<file path="config.mk">
export PLATFORM = sky130hd
export DESIGN_NAME = point_in_polygon_classify_core
export DESIGN_NICKNAME = d
export VERILOG_FILES = /design/src/hw/rtl/pip_pkg.sv /design/src/hw/rtl/pip_ram.sv /design/src/hw/rtl/pip_mac.sv /design/src/hw/rtl/point_in_polygon_classify_core.sv
export SDC_FILE = /design/constraint.sdc
export NUM_CORES = 2
export LEC_CHECK = 0
export ABC_AREA = 1
export BUFFER_PORTS_ARGS = -buffer_cell sky130_fd_sc_hd__clkbuf_2
export CAP_MARGIN = 15
export CORE_ASPECT_RATIO = 1.25
export CORE_MARGIN = 2
export CORE_UTILIZATION = 33
export DETAILED_ROUTE_END_ITERATION = 10
export RECOVER_POWER = 50
export SLEW_MARGIN = 15
export SYNTH_ARGS = -nofsm -noshare
export SYNTH_HDL_FRONTEND = slang
export SYNTH_HIERARCHICAL = 1
export SYNTH_SLANG_ARGS = --single-unit
</file>
<file path="constraint.sdc">
create_clock -name clk -period 8 [get_ports clk]
set_clock_uncertainty 0.1 [all_clocks]
set_input_delay 0 -clock clk [delete_from_list [all_inputs] [get_ports clk]]
set_output_delay 0 -clock clk [all_outputs]
set_load 0.005 [all_outputs]
</file>
<file path="src/hw/rtl/pip_pkg.sv">
// ----------------------------------------------------------------------------
// pip_pkg: shared types and constants for the polygon classifier
// Request and result structs, command and location codes, and the control
// word of the shared multiply-accumulate unit.
// ----------------------------------------------------------------------------
package pip_pkg;

  localparam int MaxVerticesDef = 64;
  localparam int CoordBitsDef   = 16;

  localparam int CoordW = 16;
  localparam int TolW   = 17;
  localparam int MulW   = 19;
  localparam int AccW   = 72;

  localparam logic [1:0] CMD_CLEAR    = 2'd0;
  localparam logic [1:0] CMD_APPEND   = 2'd1;
  localparam logic [1:0] CMD_CLASSIFY = 2'd2;

  localparam logic [1:0] LOC_OUTSIDE  = 2'd0;
  localparam logic [1:0] LOC_BOUNDARY = 2'd1;
  localparam logic [1:0] LOC_INSIDE   = 2'd2;
  localparam logic [1:0] LOC_RSVD     = 2'd3;

  typedef struct packed {
    logic [1:0]               cmd;
    logic signed [CoordW-1:0] coord_x;
    logic signed [CoordW-1:0] coord_y;
  } in_t;

  typedef struct packed {
    logic [1:0] location;
    logic       vertices_dropped;
  } out_t;

  typedef enum logic [1:0] {
    SH_0,
    SH_17,
    SH_34
  } mac_sh_t;

  typedef enum logic [3:0] {
    DST_NONE,
    DST_CROSS,
    DST_LEN2,
    DST_DOT,
    DST_DW,
    DST_DU,
    DST_C2,
    DST_TL2,
    DST_NUM,
    DST_T2
  } mac_dst_t;

  typedef struct packed {
    logic     vld;
    logic     first;
    logic     neg;
    mac_sh_t  sh;
    mac_dst_t dst;
  } mac_ctl_t;

endpackage

</file>
<file path="src/hw/rtl/pip_ram.sv">
// ----------------------------------------------------------------------------
// pip_ram: generic single-write, single-read memory
// One write port and one read port; read data is registered.
// ----------------------------------------------------------------------------
module pip_ram #(
  parameter int DataW = 32,
  parameter int Depth = 64
) (
  input  logic                     clk,
  input  logic                     wr_en,
  input  logic [$clog2(Depth)-1:0] wr_addr,
  input  logic [DataW-1:0]         wr_data,
  input  logic [$clog2(Depth)-1:0] rd_addr,
  output logic [DataW-1:0]         rd_data
);

  logic [DataW-1:0] mem [Depth];

  always_ff @(posedge clk) begin
    if (wr_en) begin
      mem[wr_addr] <= wr_data;
    end
    rd_data <= mem[rd_addr];
  end

endmodule

</file>
<file path="src/hw/rtl/pip_mac.sv">
// ----------------------------------------------------------------------------
// pip_mac: shared multiply-accumulate unit
// Registered 19x19 signed product, then a 72-bit accumulate with a selectable
// shift and sign; the destination tag comes out with the updated sum.
// ----------------------------------------------------------------------------
module pip_mac
  import pip_pkg::*;
(
  input  logic                   clk,
  input  logic                   rst_n,
  input  logic signed [MulW-1:0] op_a,
  input  logic signed [MulW-1:0] op_b,
  input  mac_ctl_t               ctl,
  output logic signed [AccW-1:0] acc,
  output mac_dst_t               acc_dst
);

  logic signed [2*MulW-1:0] prod_r;
  mac_ctl_t                 ctl_d_r;
  logic signed [AccW-1:0]   acc_r;
  logic signed [AccW-1:0]   acc_nxt;
  logic signed [AccW-1:0]   prod_ext;
  logic signed [AccW-1:0]   prod_sh;
  mac_dst_t                 dst_r;

  always_comb begin
    prod_ext = {{(AccW-2*MulW){prod_r[2*MulW-1]}}, prod_r};
    unique case (ctl_d_r.sh)
      SH_0:    prod_sh = prod_ext;
      SH_17:   prod_sh = prod_ext <<< 17;
      SH_34:   prod_sh = prod_ext <<< 34;
      default: prod_sh = prod_ext;
    endcase
    acc_nxt = (ctl_d_r.first ? '0 : acc_r) + (ctl_d_r.neg ? -prod_sh : prod_sh);
  end

  always_ff @(posedge clk) begin
    prod_r <= op_a * op_b;
    if (!rst_n) begin
      ctl_d_r <= '0;
      dst_r   <= DST_NONE;
    end else begin
      ctl_d_r <= ctl;
      dst_r   <= ctl_d_r.vld ? ctl_d_r.dst : DST_NONE;
      if (ctl_d_r.vld) begin
        acc_r <= acc_nxt;
      end
    end
  end

  assign acc     = acc_r;
  assign acc_dst = dst_r;

endmodule

</file>
<file path="src/hw/rtl/point_in_polygon_classify_core.sv">
// ----------------------------------------------------------------------------
// point_in_polygon_classify_core: polygon store and point classifier
// Keeps a vertex list and classifies query points as outside, on the
// boundary or inside, with an exact squared-distance tolerance test.
// ----------------------------------------------------------------------------
// usage
//   in_valid/in_stall carries requests: clear, append vertex, classify point.
//   out_valid/out_stall returns one result per classify request only.
//   cfg_valid/cfg_ready writes the boundary tolerance; write it while idle.
// sequence
//   clear and append are handled in the idle state and leave it idle.
//   classify with n vertices walks the edges in turn; an edge that straddles
//   the query y also goes through the crossing divider. The walk stops early
//   at the first boundary hit. Each edge takes 19 products from the one shared
//   19x19 multiply-accumulate unit; the divider yields one bit per cycle.
//   in_stall is high while a classify request is in flight.
// reset
//   synchronous, active low: polygon empty, overflow flag and tolerance 0.
//   vertex memory is not cleared; only written entries are ever used.
// stall
//   a finished result waits in the output register; clear and append
//   requests are still taken meanwhile, a next classify waits at its end.
// ----------------------------------------------------------------------------
module point_in_polygon_classify_core
  import pip_pkg::*;
#(
  parameter int MAX_VERTICES = MaxVerticesDef,
  parameter int COORD_BITS   = CoordBitsDef
) (
  input  logic            clk,
  input  logic            rst_n,
  input  logic            in_valid,
  output logic            in_stall,
  input  in_t             in_data,
  output logic            out_valid,
  input  logic            out_stall,
  output out_t            out_data,
  input  logic            cfg_valid,
  output logic            cfg_ready,
  input  logic [TolW-1:0] cfg_data
);

  localparam int AW   = $clog2(MAX_VERTICES);
  localparam int CNTW = $clog2(MAX_VERTICES + 1);
  localparam int CW   = (COORD_BITS < CoordW) ? COORD_BITS : CoordW;
  localparam int CSH  = CoordW - CW;

  typedef enum logic [3:0] {
    ST_IDLE, ST_LOADJ, ST_LOADI, ST_MUL, ST_DRAIN1, ST_DRAIN2,
    ST_EVAL, ST_DIV, ST_CMP, ST_DONE
  } state_t;

  typedef enum logic [4:0] {
    OP_EX_WY, OP_EY_WX, OP_EX_EX, OP_EY_EY, OP_EX_WX, OP_EY_WY,
    OP_WX_WX, OP_WY_WY, OP_UX_UX, OP_UY_UY,
    OP_CL_CL, OP_CH_CL_A, OP_CH_CL_B, OP_CH_CH,
    OP_TL_LL, OP_TH_LL, OP_TL_LH, OP_TH_LH,
    OP_NUM, OP_T2
  } op_t;

  state_t                 state_r;
  op_t                    op_r;
  logic [CNTW-1:0]        vcount_r;
  logic                   ovf_r;
  logic [TolW-1:0]        tol_r;
  logic                   out_valid_r;
  out_t                   out_data_r;
  logic [1:0]             loc_r;
  logic                   odd_r;
  logic [AW-1:0]          i_r;
  logic [4:0]             dcnt_r;

  logic signed [CoordW-1:0] px_r, py_r, ix_r, iy_r, jx_r, jy_r;
  logic signed [CoordW:0]   ex_r, ey_r, wx_r, wy_r, ux_r, uy_r;
  logic signed [34:0]       cross_r, dot_r, num_r;
  logic [33:0]              len2_r, dw_r, du_r, t2_r;
  logic [67:0]              c2_r, tl2_r;
  logic [31:0]              nmag_r, qmag_r;
  logic [15:0]              dmag_r, rem_r;
  logic                     qneg_r;

  logic                     in_acc;
  logic signed [CoordW-1:0] sx, sy;
  logic [AW-1:0]            rd_addr;
  logic [2*CoordW-1:0]      rd_data;
  logic                     wr_en;
  logic [34:0]              cmag;
  logic signed [MulW-1:0]   op_a, op_b;
  mac_ctl_t                 ctl;
  logic signed [AccW-1:0]   acc;
  mac_dst_t                 acc_dst;
  logic                     near, at_vertex, straddle, last_edge, out_free;
  logic [16:0]              trial;
  logic signed [33:0]       q_s, wx_s;
  logic signed [34:0]       nabs;
  logic signed [CoordW:0]   eabs;
  logic                     odd_cmp;

  assign in_stall  = (state_r != ST_IDLE);
  assign in_acc    = in_valid && !in_stall;
  assign cfg_ready = 1'b1;
  assign out_valid = out_valid_r;
  assign out_data  = out_data_r;
  assign out_free  = !out_valid_r || !out_stall;

  assign sx = $signed(in_data.coord_x << CSH) >>> CSH;
  assign sy = $signed(in_data.coord_y << CSH) >>> CSH;

  assign wr_en = in_acc && (in_data.cmd == CMD_APPEND)
                 && (vcount_r < CNTW'(MAX_VERTICES));

  assign last_edge = ((CNTW'(i_r) + CNTW'(1)) == vcount_r);

  always_comb begin
    unique case (state_r)
      ST_IDLE:  rd_addr = AW'(vcount_r - CNTW'(1));
      ST_LOADJ: rd_addr = '0;
      default:  rd_addr = AW'(i_r + AW'(1));
    endcase
  end

  pip_ram #(
    .DataW (2*CoordW),
    .Depth (MAX_VERTICES)
  ) u_vram (
    .clk     (clk),
    .wr_en   (wr_en),
    .wr_addr (AW'(vcount_r)),
    .wr_data ({sx, sy}),
    .rd_addr (rd_addr),
    .rd_data (rd_data)
  );

  // operand and control selection for the shared unit
  always_comb begin
    cmag = cross_r[34] ? 35'(-cross_r) : 35'(cross_r);
    op_a = '0;
    op_b = '0;
    ctl  = '{vld: 1'b0, first: 1'b0, neg: 1'b0, sh: SH_0, dst: DST_NONE};
    if (state_r == ST_MUL || state_r == ST_LOADJ) begin
      ctl.vld = 1'b1;
      unique case (state_r == ST_LOADJ ? OP_T2 : op_r)
        OP_EX_WY: begin
          op_a = MulW'(ex_r); op_b = MulW'(wy_r); ctl.first = 1'b1;
        end
        OP_EY_WX: begin
          op_a = MulW'(ey_r); op_b = MulW'(wx_r); ctl.neg = 1'b1; ctl.dst = DST_CROSS;
        end
        OP_EX_EX: begin
          op_a = MulW'(ex_r); op_b = MulW'(ex_r); ctl.first = 1'b1;
        end
        OP_EY_EY: begin
          op_a = MulW'(ey_r); op_b = MulW'(ey_r); ctl.dst = DST_LEN2;
        end
        OP_EX_WX: begin
          op_a = MulW'(ex_r); op_b = MulW'(wx_r); ctl.first = 1'b1;
        end
        OP_EY_WY: begin
          op_a = MulW'(ey_r); op_b = MulW'(wy_r); ctl.dst = DST_DOT;
        end
        OP_WX_WX: begin
          op_a = MulW'(wx_r); op_b = MulW'(wx_r); ctl.first = 1'b1;
        end
        OP_WY_WY: begin
          op_a = MulW'(wy_r); op_b = MulW'(wy_r); ctl.dst = DST_DW;
        end
        OP_UX_UX: begin
          op_a = MulW'(ux_r); op_b = MulW'(ux_r); ctl.first = 1'b1;
        end
        OP_UY_UY: begin
          op_a = MulW'(uy_r); op_b = MulW'(uy_r); ctl.dst = DST_DU;
        end
        OP_CL_CL: begin
          op_a = {2'b0, cmag[16:0]}; op_b = {2'b0, cmag[16:0]}; ctl.first = 1'b1;
        end
        OP_CH_CL_A, OP_CH_CL_B: begin
          op_a = {1'b0, cmag[34:17]}; op_b = {2'b0, cmag[16:0]}; ctl.sh = SH_17;
        end
        OP_CH_CH: begin
          op_a = {1'b0, cmag[34:17]}; op_b = {1'b0, cmag[34:17]};
          ctl.sh = SH_34; ctl.dst = DST_C2;
        end
        OP_TL_LL: begin
          op_a = {2'b0, t2_r[16:0]}; op_b = {2'b0, len2_r[16:0]}; ctl.first = 1'b1;
        end
        OP_TH_LL: begin
          op_a = {2'b0, t2_r[33:17]}; op_b = {2'b0, len2_r[16:0]}; ctl.sh = SH_17;
        end
        OP_TL_LH: begin
          op_a = {2'b0, t2_r[16:0]}; op_b = {2'b0, len2_r[33:17]}; ctl.sh = SH_17;
        end
        OP_TH_LH: begin
          op_a = {2'b0, t2_r[33:17]}; op_b = {2'b0, len2_r[33:17]};
          ctl.sh = SH_34; ctl.dst = DST_TL2;
        end
        OP_NUM: begin
          op_a = MulW'(wy_r); op_b = MulW'(ex_r); ctl.first = 1'b1; ctl.dst = DST_NUM;
        end
        OP_T2: begin
          op_a = {2'b0, tol_r}; op_b = {2'b0, tol_r}; ctl.first = 1'b1; ctl.dst = DST_T2;
        end
        default: ctl.vld = 1'b0;
      endcase
    end
  end

  pip_mac u_mac (
    .clk     (clk),
    .rst_n   (rst_n),
    .op_a    (op_a),
    .op_b    (op_b),
    .ctl     (ctl),
    .acc     (acc),
    .acc_dst (acc_dst)
  );

  // edge decision and crossing divider
  always_comb begin
    if (dot_r <= 35'sd0) begin
      near = (dw_r <= t2_r);
    end else if (dot_r >= $signed({1'b0, len2_r})) begin
      near = (du_r <= t2_r);
    end else begin
      near = (c2_r <= tl2_r);
    end
    at_vertex = (wx_r == '0 && wy_r == '0) || (ux_r == '0 && uy_r == '0);
    straddle  = (wy_r > 0 && uy_r <= 0) || (wy_r <= 0 && uy_r > 0);
    nabs      = num_r[34] ? -num_r : num_r;
    eabs      = ey_r[CoordW] ? -ey_r : ey_r;
    trial     = {rem_r, nmag_r[31]};
    q_s       = qneg_r ? -$signed({2'b0, qmag_r}) : $signed({2'b0, qmag_r});
    wx_s      = 34'(wx_r);
    odd_cmp   = odd_r ^ (q_s > wx_s);
  end

  always_ff @(posedge clk) begin
    if (!rst_n) begin
      state_r     <= ST_IDLE;
      op_r        <= OP_EX_WY;
      vcount_r    <= '0;
      ovf_r       <= 1'b0;
      tol_r       <= '0;
      out_valid_r <= 1'b0;
    end else begin
      if (cfg_valid && cfg_ready) begin
        tol_r <= cfg_data;
      end
      if (out_valid_r && !out_stall && (state_r != ST_DONE)) begin
        out_valid_r <= 1'b0;
      end

      unique case (acc_dst)
        DST_CROSS: cross_r <= acc[34:0];
        DST_LEN2:  len2_r  <= acc[33:0];
        DST_DOT:   dot_r   <= acc[34:0];
        DST_DW:    dw_r    <= acc[33:0];
        DST_DU:    du_r    <= acc[33:0];
        DST_C2:    c2_r    <= acc[67:0];
        DST_TL2:   tl2_r   <= acc[67:0];
        DST_NUM:   num_r   <= acc[34:0];
        DST_T2:    t2_r    <= acc[33:0];
        default: ;
      endcase

      unique case (state_r)
        ST_IDLE: begin
          if (in_acc) begin
            priority if (in_data.cmd == CMD_CLEAR) begin
              vcount_r <= '0;
              ovf_r    <= 1'b0;
            end else if (in_data.cmd == CMD_APPEND) begin
              if (wr_en) begin
                vcount_r <= vcount_r + CNTW'(1);
              end else begin
                ovf_r <= 1'b1;
              end
            end else if (in_data.cmd == CMD_CLASSIFY) begin
              px_r  <= sx;
              py_r  <= sy;
              i_r   <= '0;
              odd_r <= 1'b0;
              if (vcount_r == '0) begin
                loc_r   <= LOC_OUTSIDE;
                state_r <= ST_DONE;
              end else begin
                state_r <= ST_LOADJ;
              end
            end else begin
            end
          end
        end
        ST_LOADJ: begin
          jx_r    <= rd_data[2*CoordW-1:CoordW];
          jy_r    <= rd_data[CoordW-1:0];
          state_r <= ST_LOADI;
        end
        ST_LOADI: begin
          ix_r    <= rd_data[2*CoordW-1:CoordW];
          iy_r    <= rd_data[CoordW-1:0];
          ex_r    <= (CoordW+1)'(jx_r) - (CoordW+1)'($signed(rd_data[2*CoordW-1:CoordW]));
          ey_r    <= (CoordW+1)'(jy_r) - (CoordW+1)'($signed(rd_data[CoordW-1:0]));
          wx_r    <= (CoordW+1)'(px_r) - (CoordW+1)'($signed(rd_data[2*CoordW-1:CoordW]));
          wy_r    <= (CoordW+1)'(py_r) - (CoordW+1)'($signed(rd_data[CoordW-1:0]));
          ux_r    <= (CoordW+1)'(px_r) - (CoordW+1)'(jx_r);
          uy_r    <= (CoordW+1)'(py_r) - (CoordW+1)'(jy_r);
          op_r    <= OP_EX_WY;
          state_r <= ST_MUL;
        end
        ST_MUL: begin
          if (op_r == OP_NUM) begin
            state_r <= ST_DRAIN1;
          end else begin
            op_r <= op_t'(op_r + 5'd1);
          end
        end
        ST_DRAIN1: state_r <= ST_DRAIN2;
        ST_DRAIN2: state_r <= ST_EVAL;
        ST_EVAL: begin
          priority if (near || at_vertex) begin
            loc_r   <= LOC_BOUNDARY;
            state_r <= ST_DONE;
          end else if (straddle) begin
            nmag_r  <= nabs[31:0];
            dmag_r  <= eabs[15:0];
            qneg_r  <= num_r[34] ^ ey_r[CoordW];
            rem_r   <= '0;
            qmag_r  <= '0;
            dcnt_r  <= '0;
            state_r <= ST_DIV;
          end else if (last_edge) begin
            loc_r   <= odd_r ? LOC_INSIDE : LOC_OUTSIDE;
            state_r <= ST_DONE;
          end else begin
            jx_r    <= ix_r;
            jy_r    <= iy_r;
            i_r     <= AW'(i_r + AW'(1));
            state_r <= ST_LOADI;
          end
        end
        ST_DIV: begin
          nmag_r <= {nmag_r[30:0], 1'b0};
          if (trial >= {1'b0, dmag_r}) begin
            rem_r  <= 16'(trial - {1'b0, dmag_r});
            qmag_r <= {qmag_r[30:0], 1'b1};
          end else begin
            rem_r  <= trial[15:0];
            qmag_r <= {qmag_r[30:0], 1'b0};
          end
          dcnt_r <= dcnt_r + 5'd1;
          if (dcnt_r == 5'd31) begin
            state_r <= ST_CMP;
          end
        end
        ST_CMP: begin
          priority if (q_s == wx_s) begin
            loc_r   <= LOC_BOUNDARY;
            state_r <= ST_DONE;
          end else if (last_edge) begin
            loc_r   <= odd_cmp ? LOC_INSIDE : LOC_OUTSIDE;
            state_r <= ST_DONE;
          end else begin
            odd_r   <= odd_cmp;
            jx_r    <= ix_r;
            jy_r    <= iy_r;
            i_r     <= AW'(i_r + AW'(1));
            state_r <= ST_LOADI;
          end
        end
        ST_DONE: begin
          if (out_free) begin
            out_valid_r                 <= 1'b1;
            out_data_r.location         <= loc_r;
            out_data_r.vertices_dropped <= ovf_r;
            state_r                     <= ST_IDLE;
          end
        end
        default: state_r <= ST_IDLE;
      endcase
    end
  end

`ifndef SYNTHESIS
  a_loc_legal: assert property (@(posedge clk) disable iff (!rst_n)
    out_valid |-> out_data.location != LOC_RSVD)
    else $error("reserved location code on output");

  a_count_bound: assert property (@(posedge clk) disable iff (!rst_n)
    vcount_r <= CNTW'(MAX_VERTICES))
    else $error("vertex count past capacity");

  a_mac_drained: assert property (@(posedge clk) disable iff (!rst_n)
    state_r == ST_EVAL |-> acc_dst == DST_NONE)
    else $error("edge decision taken before products settled");

  a_div_nonzero: assert property (@(posedge clk) disable iff (!rst_n)
    state_r == ST_DIV |-> dmag_r != '0)
    else $error("crossing division by zero");

  a_out_from_done: assert property (@(posedge clk) disable iff (!rst_n)
    $rose(out_valid_r) |-> $past(state_r == ST_DONE))
    else $error("result raised outside of done");
`endif

endmodule
</file>
# Word-level counts from Yosys, hierarchy flattened
# Memory sizes are Yosys's and may differ from the RTL's. A register that Yosys moved wholly into a read port is not among the register bits.
# Index checks and enable logic that the tools add are counted.
op_classes:
  addsub: 19
  eq_ne: 64
  mul: 1
  muxes: 99
  n_shift: 0
  order_cmp: 12
  n_bitwise: 5
  n_div: 0
  n_reduce_logical: 73
ops:
  columns: ["operator", "n"]
  rows:
  - ["19-bit one-hot mux with 11 select lines", 2]
  - ["16-bit 2-to-1 mux", 12]
  - ["32-bit 2-to-1 mux", 5]
  - ["72-bit 2-to-1 mux", 2]
  - ["71-bit one-hot mux with 2 select lines", 1]
  - ["32-bit one-hot mux with 2 select lines", 2]
  - ["16-bit by 16-bit subtractor with 17-bit output", 6]
  - ["16-bit one-hot mux with 3 select lines", 2]
  - ["72-bit adder", 1]
  - ["72-bit negator", 1]
  - ["34-bit less-or-equal comparator", 2]
  - ["68-bit less-or-equal comparator", 1]
  - ["17-bit zero test", 4]
  - ["4-bit 2-to-1 mux", 12]
  - ["6-bit 2-to-1 mux", 8]
  - ["5-bit by 4-bit equality test with 1-bit output, second input constant", 8]
  - ["4-bit one-hot mux with 10 select lines", 1]
  - ["19-bit by 19-bit multiplier with 38-bit output", 1]
  - ["19-bit 2-to-1 mux", 2]
  - ["4-bit one-hot mux with 9 select lines", 1]
  - ["35-bit >= comparator", 1]
  - ["35-bit by 1-bit less-or-equal comparator with 1-bit output, second input constant", 1]
  - ["35-bit 2-to-1 mux", 1]
  - ["35-bit negator", 1]
  - ["other kinds (68)", 195]
word_totals:
  latch_bits: 0
  in_bits: 56
  ramBits: 2048
  rom_bits: 0
  out_inout_bits: 6
  regBits: 847
  wordCells: 320
  mem_count: 1
memory_table:
  columns: ["name", "depth", "word_bits", "read_ports", "rd_ports_with_merged_regs", "write_ports", "line_no", "text"]
  rows:
  - ["u_vram.mem", 64, 32, 1, 1, 1, "pip_ram.sv:17", "logic [DataW-1:0] mem [Depth];"]

# Logic depth before layout (Yosys ltp)
depth:
  depth_word: 8
  mapped_depth: 41
  ltp_nobuf: 39

# Cells and area by module
# The synthesis kept the hierarchy.
modules_own_cells:
  columns: ["mod", "n_inst", "area_per_inst_um2", "seq_area_each_um2", "cells_per_inst"]
  rows:
  - ["pip_ram", 1, 82785.6, 62139.6, 6785]
  - ["point_in_polygon_classify_core", 1, 39724.3, 21330.5, 3951]
  - ["pip_mac", 1, 26638.0, 3183.1, 3847]

# Worst setup path before layout
# Ideal clock, no wire load.
synth_path:
  path_type: "register to register"
  startpoint: "register c2_r[67]"
  endpoint: "register dcnt_r[0], enable pin"
  setup_time_ns: 0.654
  slack_ns: -0.721
  t_required_ns: 7.246
  arrival_ns: 7.966
  stages_incl_launch_ff: 18
  period_less_slack_ns: 8.721
  n_path_buf: 0
  cell_sequence: "edfxtp_1 > ha_1 > nand2_1 > nor2_1 > nand2_1 > nor2_1 > nand3_1 > nor2_1 > nand2_1 > nand2_1 > nor2_1 > nand2_1 > nand2_1 > nand3_1 > nand2_1 > nand2_1 > inv_1 > a211oi_1"
synth_between:
  elab_chain_len: 6
synth_lines:
  columns: ["item", "line_no", "text"]
  rows:
  - ["start, declared", "point_in_polygon_classify_core.sv:77", "logic [67:0] c2_r, tl2_r;"]
  - ["start signal, assigned", "point_in_polygon_classify_core.sv:258", "DST_C2: c2_r <= acc[67:0];"]
  - ["68-bit less-or-equal comparator", "point_in_polygon_classify_core.sv:224", "near = (c2_r <= tl2_r);"]
  - ["1-bit 2-to-1 mux", "point_in_polygon_classify_core.sv:221", "end else if (dot_r >= $signed({1'b0, len2_r})) begin"]
  - ["1-bit 2-to-1 mux", "point_in_polygon_classify_core.sv:219", "if (dot_r <= 35'sd0) begin"]
  - ["1-bit logical OR", "point_in_polygon_classify_core.sv:319", "priority if (near || at_vertex) begin"]
  - ["2-bit != test (no line)", null, null]
  - ["4-bit AND reduction (no line)", null, null]
  - ["end signal, assigned", "point_in_polygon_classify_core.sv:349", "dcnt_r <= dcnt_r + 5'd1;"]
  - ["end, declared", "point_in_polygon_classify_core.sv:71", "logic [4:0] dcnt_r;"]
# Every way passes these cells.
# A chain may end at the register's enable or synchronous reset.

# Final worst setup path
layout_path:
  startpoint: "register state_r[3]"
  endpoint: "register u_mac.prod_r[29]"
layout_between:
  elab_chain_len: 7
  elab_cells_between_ends: 41
  cone_classes: "mul (1); eq/ne (21); mux (5); reduce/logical (14)"
layout_lines:
  columns: ["item", "line_no", "text"]
  rows:
  - ["start, declared", "point_in_polygon_classify_core.sv:61", "state_t state_r;"]
  - ["start signal, assigned", "point_in_polygon_classify_core.sv:238", "state_r <= ST_IDLE;"]
  - ["start signal, assigned", "point_in_polygon_classify_core.sv:284", "state_r <= ST_DONE;"]
  - ["start signal, assigned", "point_in_polygon_classify_core.sv:286", "state_r <= ST_LOADJ;"]
  - ["4-bit by 1-bit equality test with 1-bit output", "point_in_polygon_classify_core.sv:140, point_in_polygon_classify_core.sv:142", null]
  - ["5-bit 2-to-1 mux", "point_in_polygon_classify_core.sv:142", "unique case (state_r == ST_LOADJ ? OP_T2 : op_r)"]
  - ["5-bit by 4-bit equality test with 1-bit output, or another cell as far along", "point_in_polygon_classify_core.sv:142", null]
  - ["3-bit OR reduction (no line) or 2-bit OR reduction (tied branches)", null, null]
  - ["19-bit one-hot mux with 11 select lines", "point_in_polygon_classify_core.sv:142", null]
  - ["19-bit 2-to-1 mux *", "point_in_polygon_classify_core.sv:140", "if (state_r == ST_MUL || state_r == ST_LOADJ) begin"]
  - ["via op_a[18]", "point_in_polygon_classify_core.sv:88", "logic signed [MulW-1:0] op_a, op_b;"]
  - ["19-bit by 19-bit multiplier with 38-bit output *", "pip_mac.sv:38", "prod_r <= op_a * op_b;"]
  - ["end signal, assigned", "pip_mac.sv:38", null]
  - ["end, declared", "pip_mac.sv:18", "logic signed [2*MulW-1:0] prod_r;"]
# Mark *: on every way through the listed nets, which the timed path passes. The rest lies on a longest branch.

==> results.txt <==
The flow ran to the end, but the final reports show violations. The checks that failed: capacitance limit, slew limit. The startpoint identified for the worst register-to-register timing path is state_r[3]. Based on the critical path, the design can be clocked at up to 128 MHz. The global routing usage summed across all routing layers came out at 20.0%. For this design the static power due to leakage is 68.6 nW.

The run gives 14400 as the gate count of the mapped netlist. Power spread over the standard cell area amounts to 359 nW/um2. STA classifies the critical path endpoint as a flip-flop.

The floorplan step defined a die boundary enclosing 455000 um2. The die is 754 um tall. The total I/O pin count is 62. Measured in cells, the most critical reg-to-reg path has a length of 38.

TritonCTS built the clock tree. The width of the die works out to 604 um. Final clock period utilization by the worst path: 97.4%.

After layout, the worst setup slack is 207 ps. Excluding fillers, the count of instances in the completed layout stands at 21200. From synthesis to final layout, the design area changed by 16.1%.

The region available for standard cell placement spans 448000 um2. Across the VDD grid, the largest voltage drop is 0.000470 V. The critical path class is reg -> reg.

The depth of the CTS H-tree was 5; the net total in the final layout was 15900. Across the run, the number of max-cap violations was 39. Setup violations remaining at the end of the flow were counted as 0. The initial antenna violation count is 21. The routed layout has 106000 vias. The worst path required time is 8720 ps. The first global-routing pass estimated 681000 um of wire. Dividing the detail-routed wire length by the instance count gives 22.1 um. The number of placement rows was 275. In the routed layout, each cell is associated on average with a via count of 5.02.

The number of warning messages in the yosys log came out at 6. For this configuration, the core starts out at a cell density of 33.1%. Headroom to the max-slew limit came out at -170%. The length of the first detailed-routing pass in iterations was 6; the largest net degree at the start of global routing was 174. The count of endpoints failing hold in the final timing report came out at 0. The total number of clock tree sinks was 2921; the number of nets produced by synthesis was 15400.

The path with the worst hold slack has its endpoint at tol_r[10]. The violation count after the first detailed-routing iteration is 8572, and the number of port buffers is 60. In this run the cell area of the synthesized design comes to 148000 um2. The final antenna-violating net count was 0.

The run gives 469000 um as the final wirelength. For the pin with the worst max-slew slack, the measured transition is 4040 ps. For this run, global-route usage on met3 was measured as 2.32%. For the largest buffer count on any clock path, the log shows 4. The slowest stage of the critical path belongs to the cell sky130_fd_sc_hd__fa_2. The worst slack at placement was -489 ps. The tree is rooted in a sky130_fd_sc_hd__clkbuf_16. The worst register-to-register path ends at u_mac/prod_r[29]. The most frequent cell on the critical path was sky130_fd_sc_hd__buf_4. The clock edge transition at the registers on the reported setup and hold paths works out to 60 ps. The clock reaches the later pin of the worst-skew pair after 960 ps. Number of max-slew violations in the final report: 2363. The worst setup path is launched from a flip-flop. Global routing consumed, on the met1 layer, 24.1% of the routing resources.

In this design, the stage delay of the slowest critical-path cell is 630 ps. Of all nets on the critical path, the largest fanout is 8. The post-route netlist has 10.6% of its cells at a drive strength greater than 1.

The tightest min-delay check is of the in -> reg type. The post-layout minimum cycle time came out at 7790 ps. The startpoint identified for the worst hold timing path is cfg_valid. The number of instances on the worst hold path is 4. In the global route stage, met2 resource usage came out at 35.5%.

The HPWL reported at the end of detailed placement came out at 310000 um. Number of clock buffers inserted by TritonCTS: 311. The number of placed instances with taps included is 20500. The average cell area after synthesis was 10.3 um2; the global placement routability congestion was 0.980.

The run gives 0 as the residual DRC count. Standard cell area after detailed placement: 159000 um2. The logs give 0 for the sum of overflow across all layers after global routing and 8510 ps for the data arrival time of the critical path. Setup repair after global routing could not meet its margin everywhere. Summing all non-filler instances in the final layout gives an area of 172000 um2. The logs give 103000 for the number of global-route vias before repair and 210 ps for the slack of the worst reg-to-reg path. The global routing stage identified its most utilized layer as met2.
==> critical path, delay by kind of cell, from the launching register on <==
| family | cells | cell delay (ps) |
|---|---|---|
| xor+xnor | 1 | 150 |
| compound gates | 6 | 850 |
| flops | 1 | 340 |
| buf+inv | 14 | 1480 |
| simple gates | 9 | 1040 |
| fa+ha+maj | 8 | 3730 |
==> cell usage in the layout (no fill, tap or decap), drive strengths merged, types with 9 or more instances in the layout <==
| cell type | n |
|---|---|
| o221ai | 12 |
| dlygate4sd3 | 110 |
| diode | 9 |
| or2 | 26 |
| a211oi | 20 |
| xor2 | 256 |
| nand4 | 80 |
| clkinv | 105 |
| ha | 512 |
| bufinv | 27 |
| o2111ai | 13 |
| xnor2 | 84 |
| nor2 | 777 |
| nor3 | 101 |
| inv | 1520 |
| o211ai | 15 |
| nand2 | 3916 |
| o21a | 18 |
| nor4 | 31 |
| a21oi | 438 |
| o21ai | 365 |
| dfxtp | 118 |
| nand3 | 2137 |
| o21bai | 21 |
| a21o | 27 |
| fa | 377 |
| a31oi | 21 |
| o22ai | 45 |
| a21boi | 14 |
| clkbuf | 513 |
| a41oi | 9 |
| buf | 653 |
| a221oi | 18 |
| edfxtp | 2803 |
| nand3b | 11 |
| o31ai | 10 |
==> worst max path at each step <==
stage / slack (ps) / to / depth (start not counted) / start
after floorplan: 350 / u_mac/prod_r[35] / 31 / state_r[0]
after global routing: -50 / u_mac/prod_r[26] / 38 / cross_r[4]
after detailed placement: -490 / u_mac/prod_r[37] / 38 / cross_r[0]
after CTS: 2 / u_mac/prod_r[36] / 36 / state_r[1]
final: 210 / u_mac/prod_r[29] / 38 / state_r[3]
after global placement: -480 / u_mac/prod_r[28] / 32 / cross_r[0]
==> report_power, final <==
group          switching, mW  internal (mW)  leakage, nW
Sequential             0.523           17.6         26.2
Combinational           20.7           8.47         37.4
Clock                   6.16           8.37         4.94
==> routing by layer <==
metal,vias to the layer above,part of all wire [%]
met5,-,0.010
met1,52200,39
met4,8,5.7
li1,49900,-
met3,915,5.3
met2,3353,50
==> through the flow <==
stage	hold slack, ps	utilization (%)	setup TNS, ps	total power [mW]
after CTS	45.9	38.1	0	61.4
final	179	38.4	0	61.8
after global routing	181	38.4	-416	65.2
after detailed placement	139	35.6	-9390	46.7
after global placement	130	35.6	-9060	46.5
after floorplan	-1.13	-	0	36.1
==> flip-flops by register name, indices dropped and copies added, names as in the netlist, 33 cells and up <==
register and cells:
dot_r 35, u_mac/prod_r 38, tl2_r 68, cross_r 35
u_vram/mem 2048, dw_r 34, t2_r 34, du_r 34
len2_r 34, c2_r 68, u_mac/acc 68, num_r 33
==> what timing repair did <==
| action | 4_1_cts | 5_1_grt |
|---|---|---|
| gates resized for setup | 36 | 270 |
| setup endpoints to repair | 26 | 26 |
| buffers inserted | 2 | 23 |
| pin swaps | 7 | 128 |
| hold buffers | 110 | 0 |
| endpoints found under the hold margin | 2169 | 0 |
| cloned | 0 | 2 |
==> cell type report <==
type                            count  area (um2)
Inverter                         1501        5680
Tap cell                         5955        7450
Clock inverter                    157        1710
Fill cell                       43700      276000
Antenna cell                        9        22.5
Multi-Input combinational cell   9380       55300
Clock buffer                      406        8460
Timing Repair Buffer              870        7100
Sequential cell                  2921       86500
Note: power is estimated with default switching activity, not from simulation.
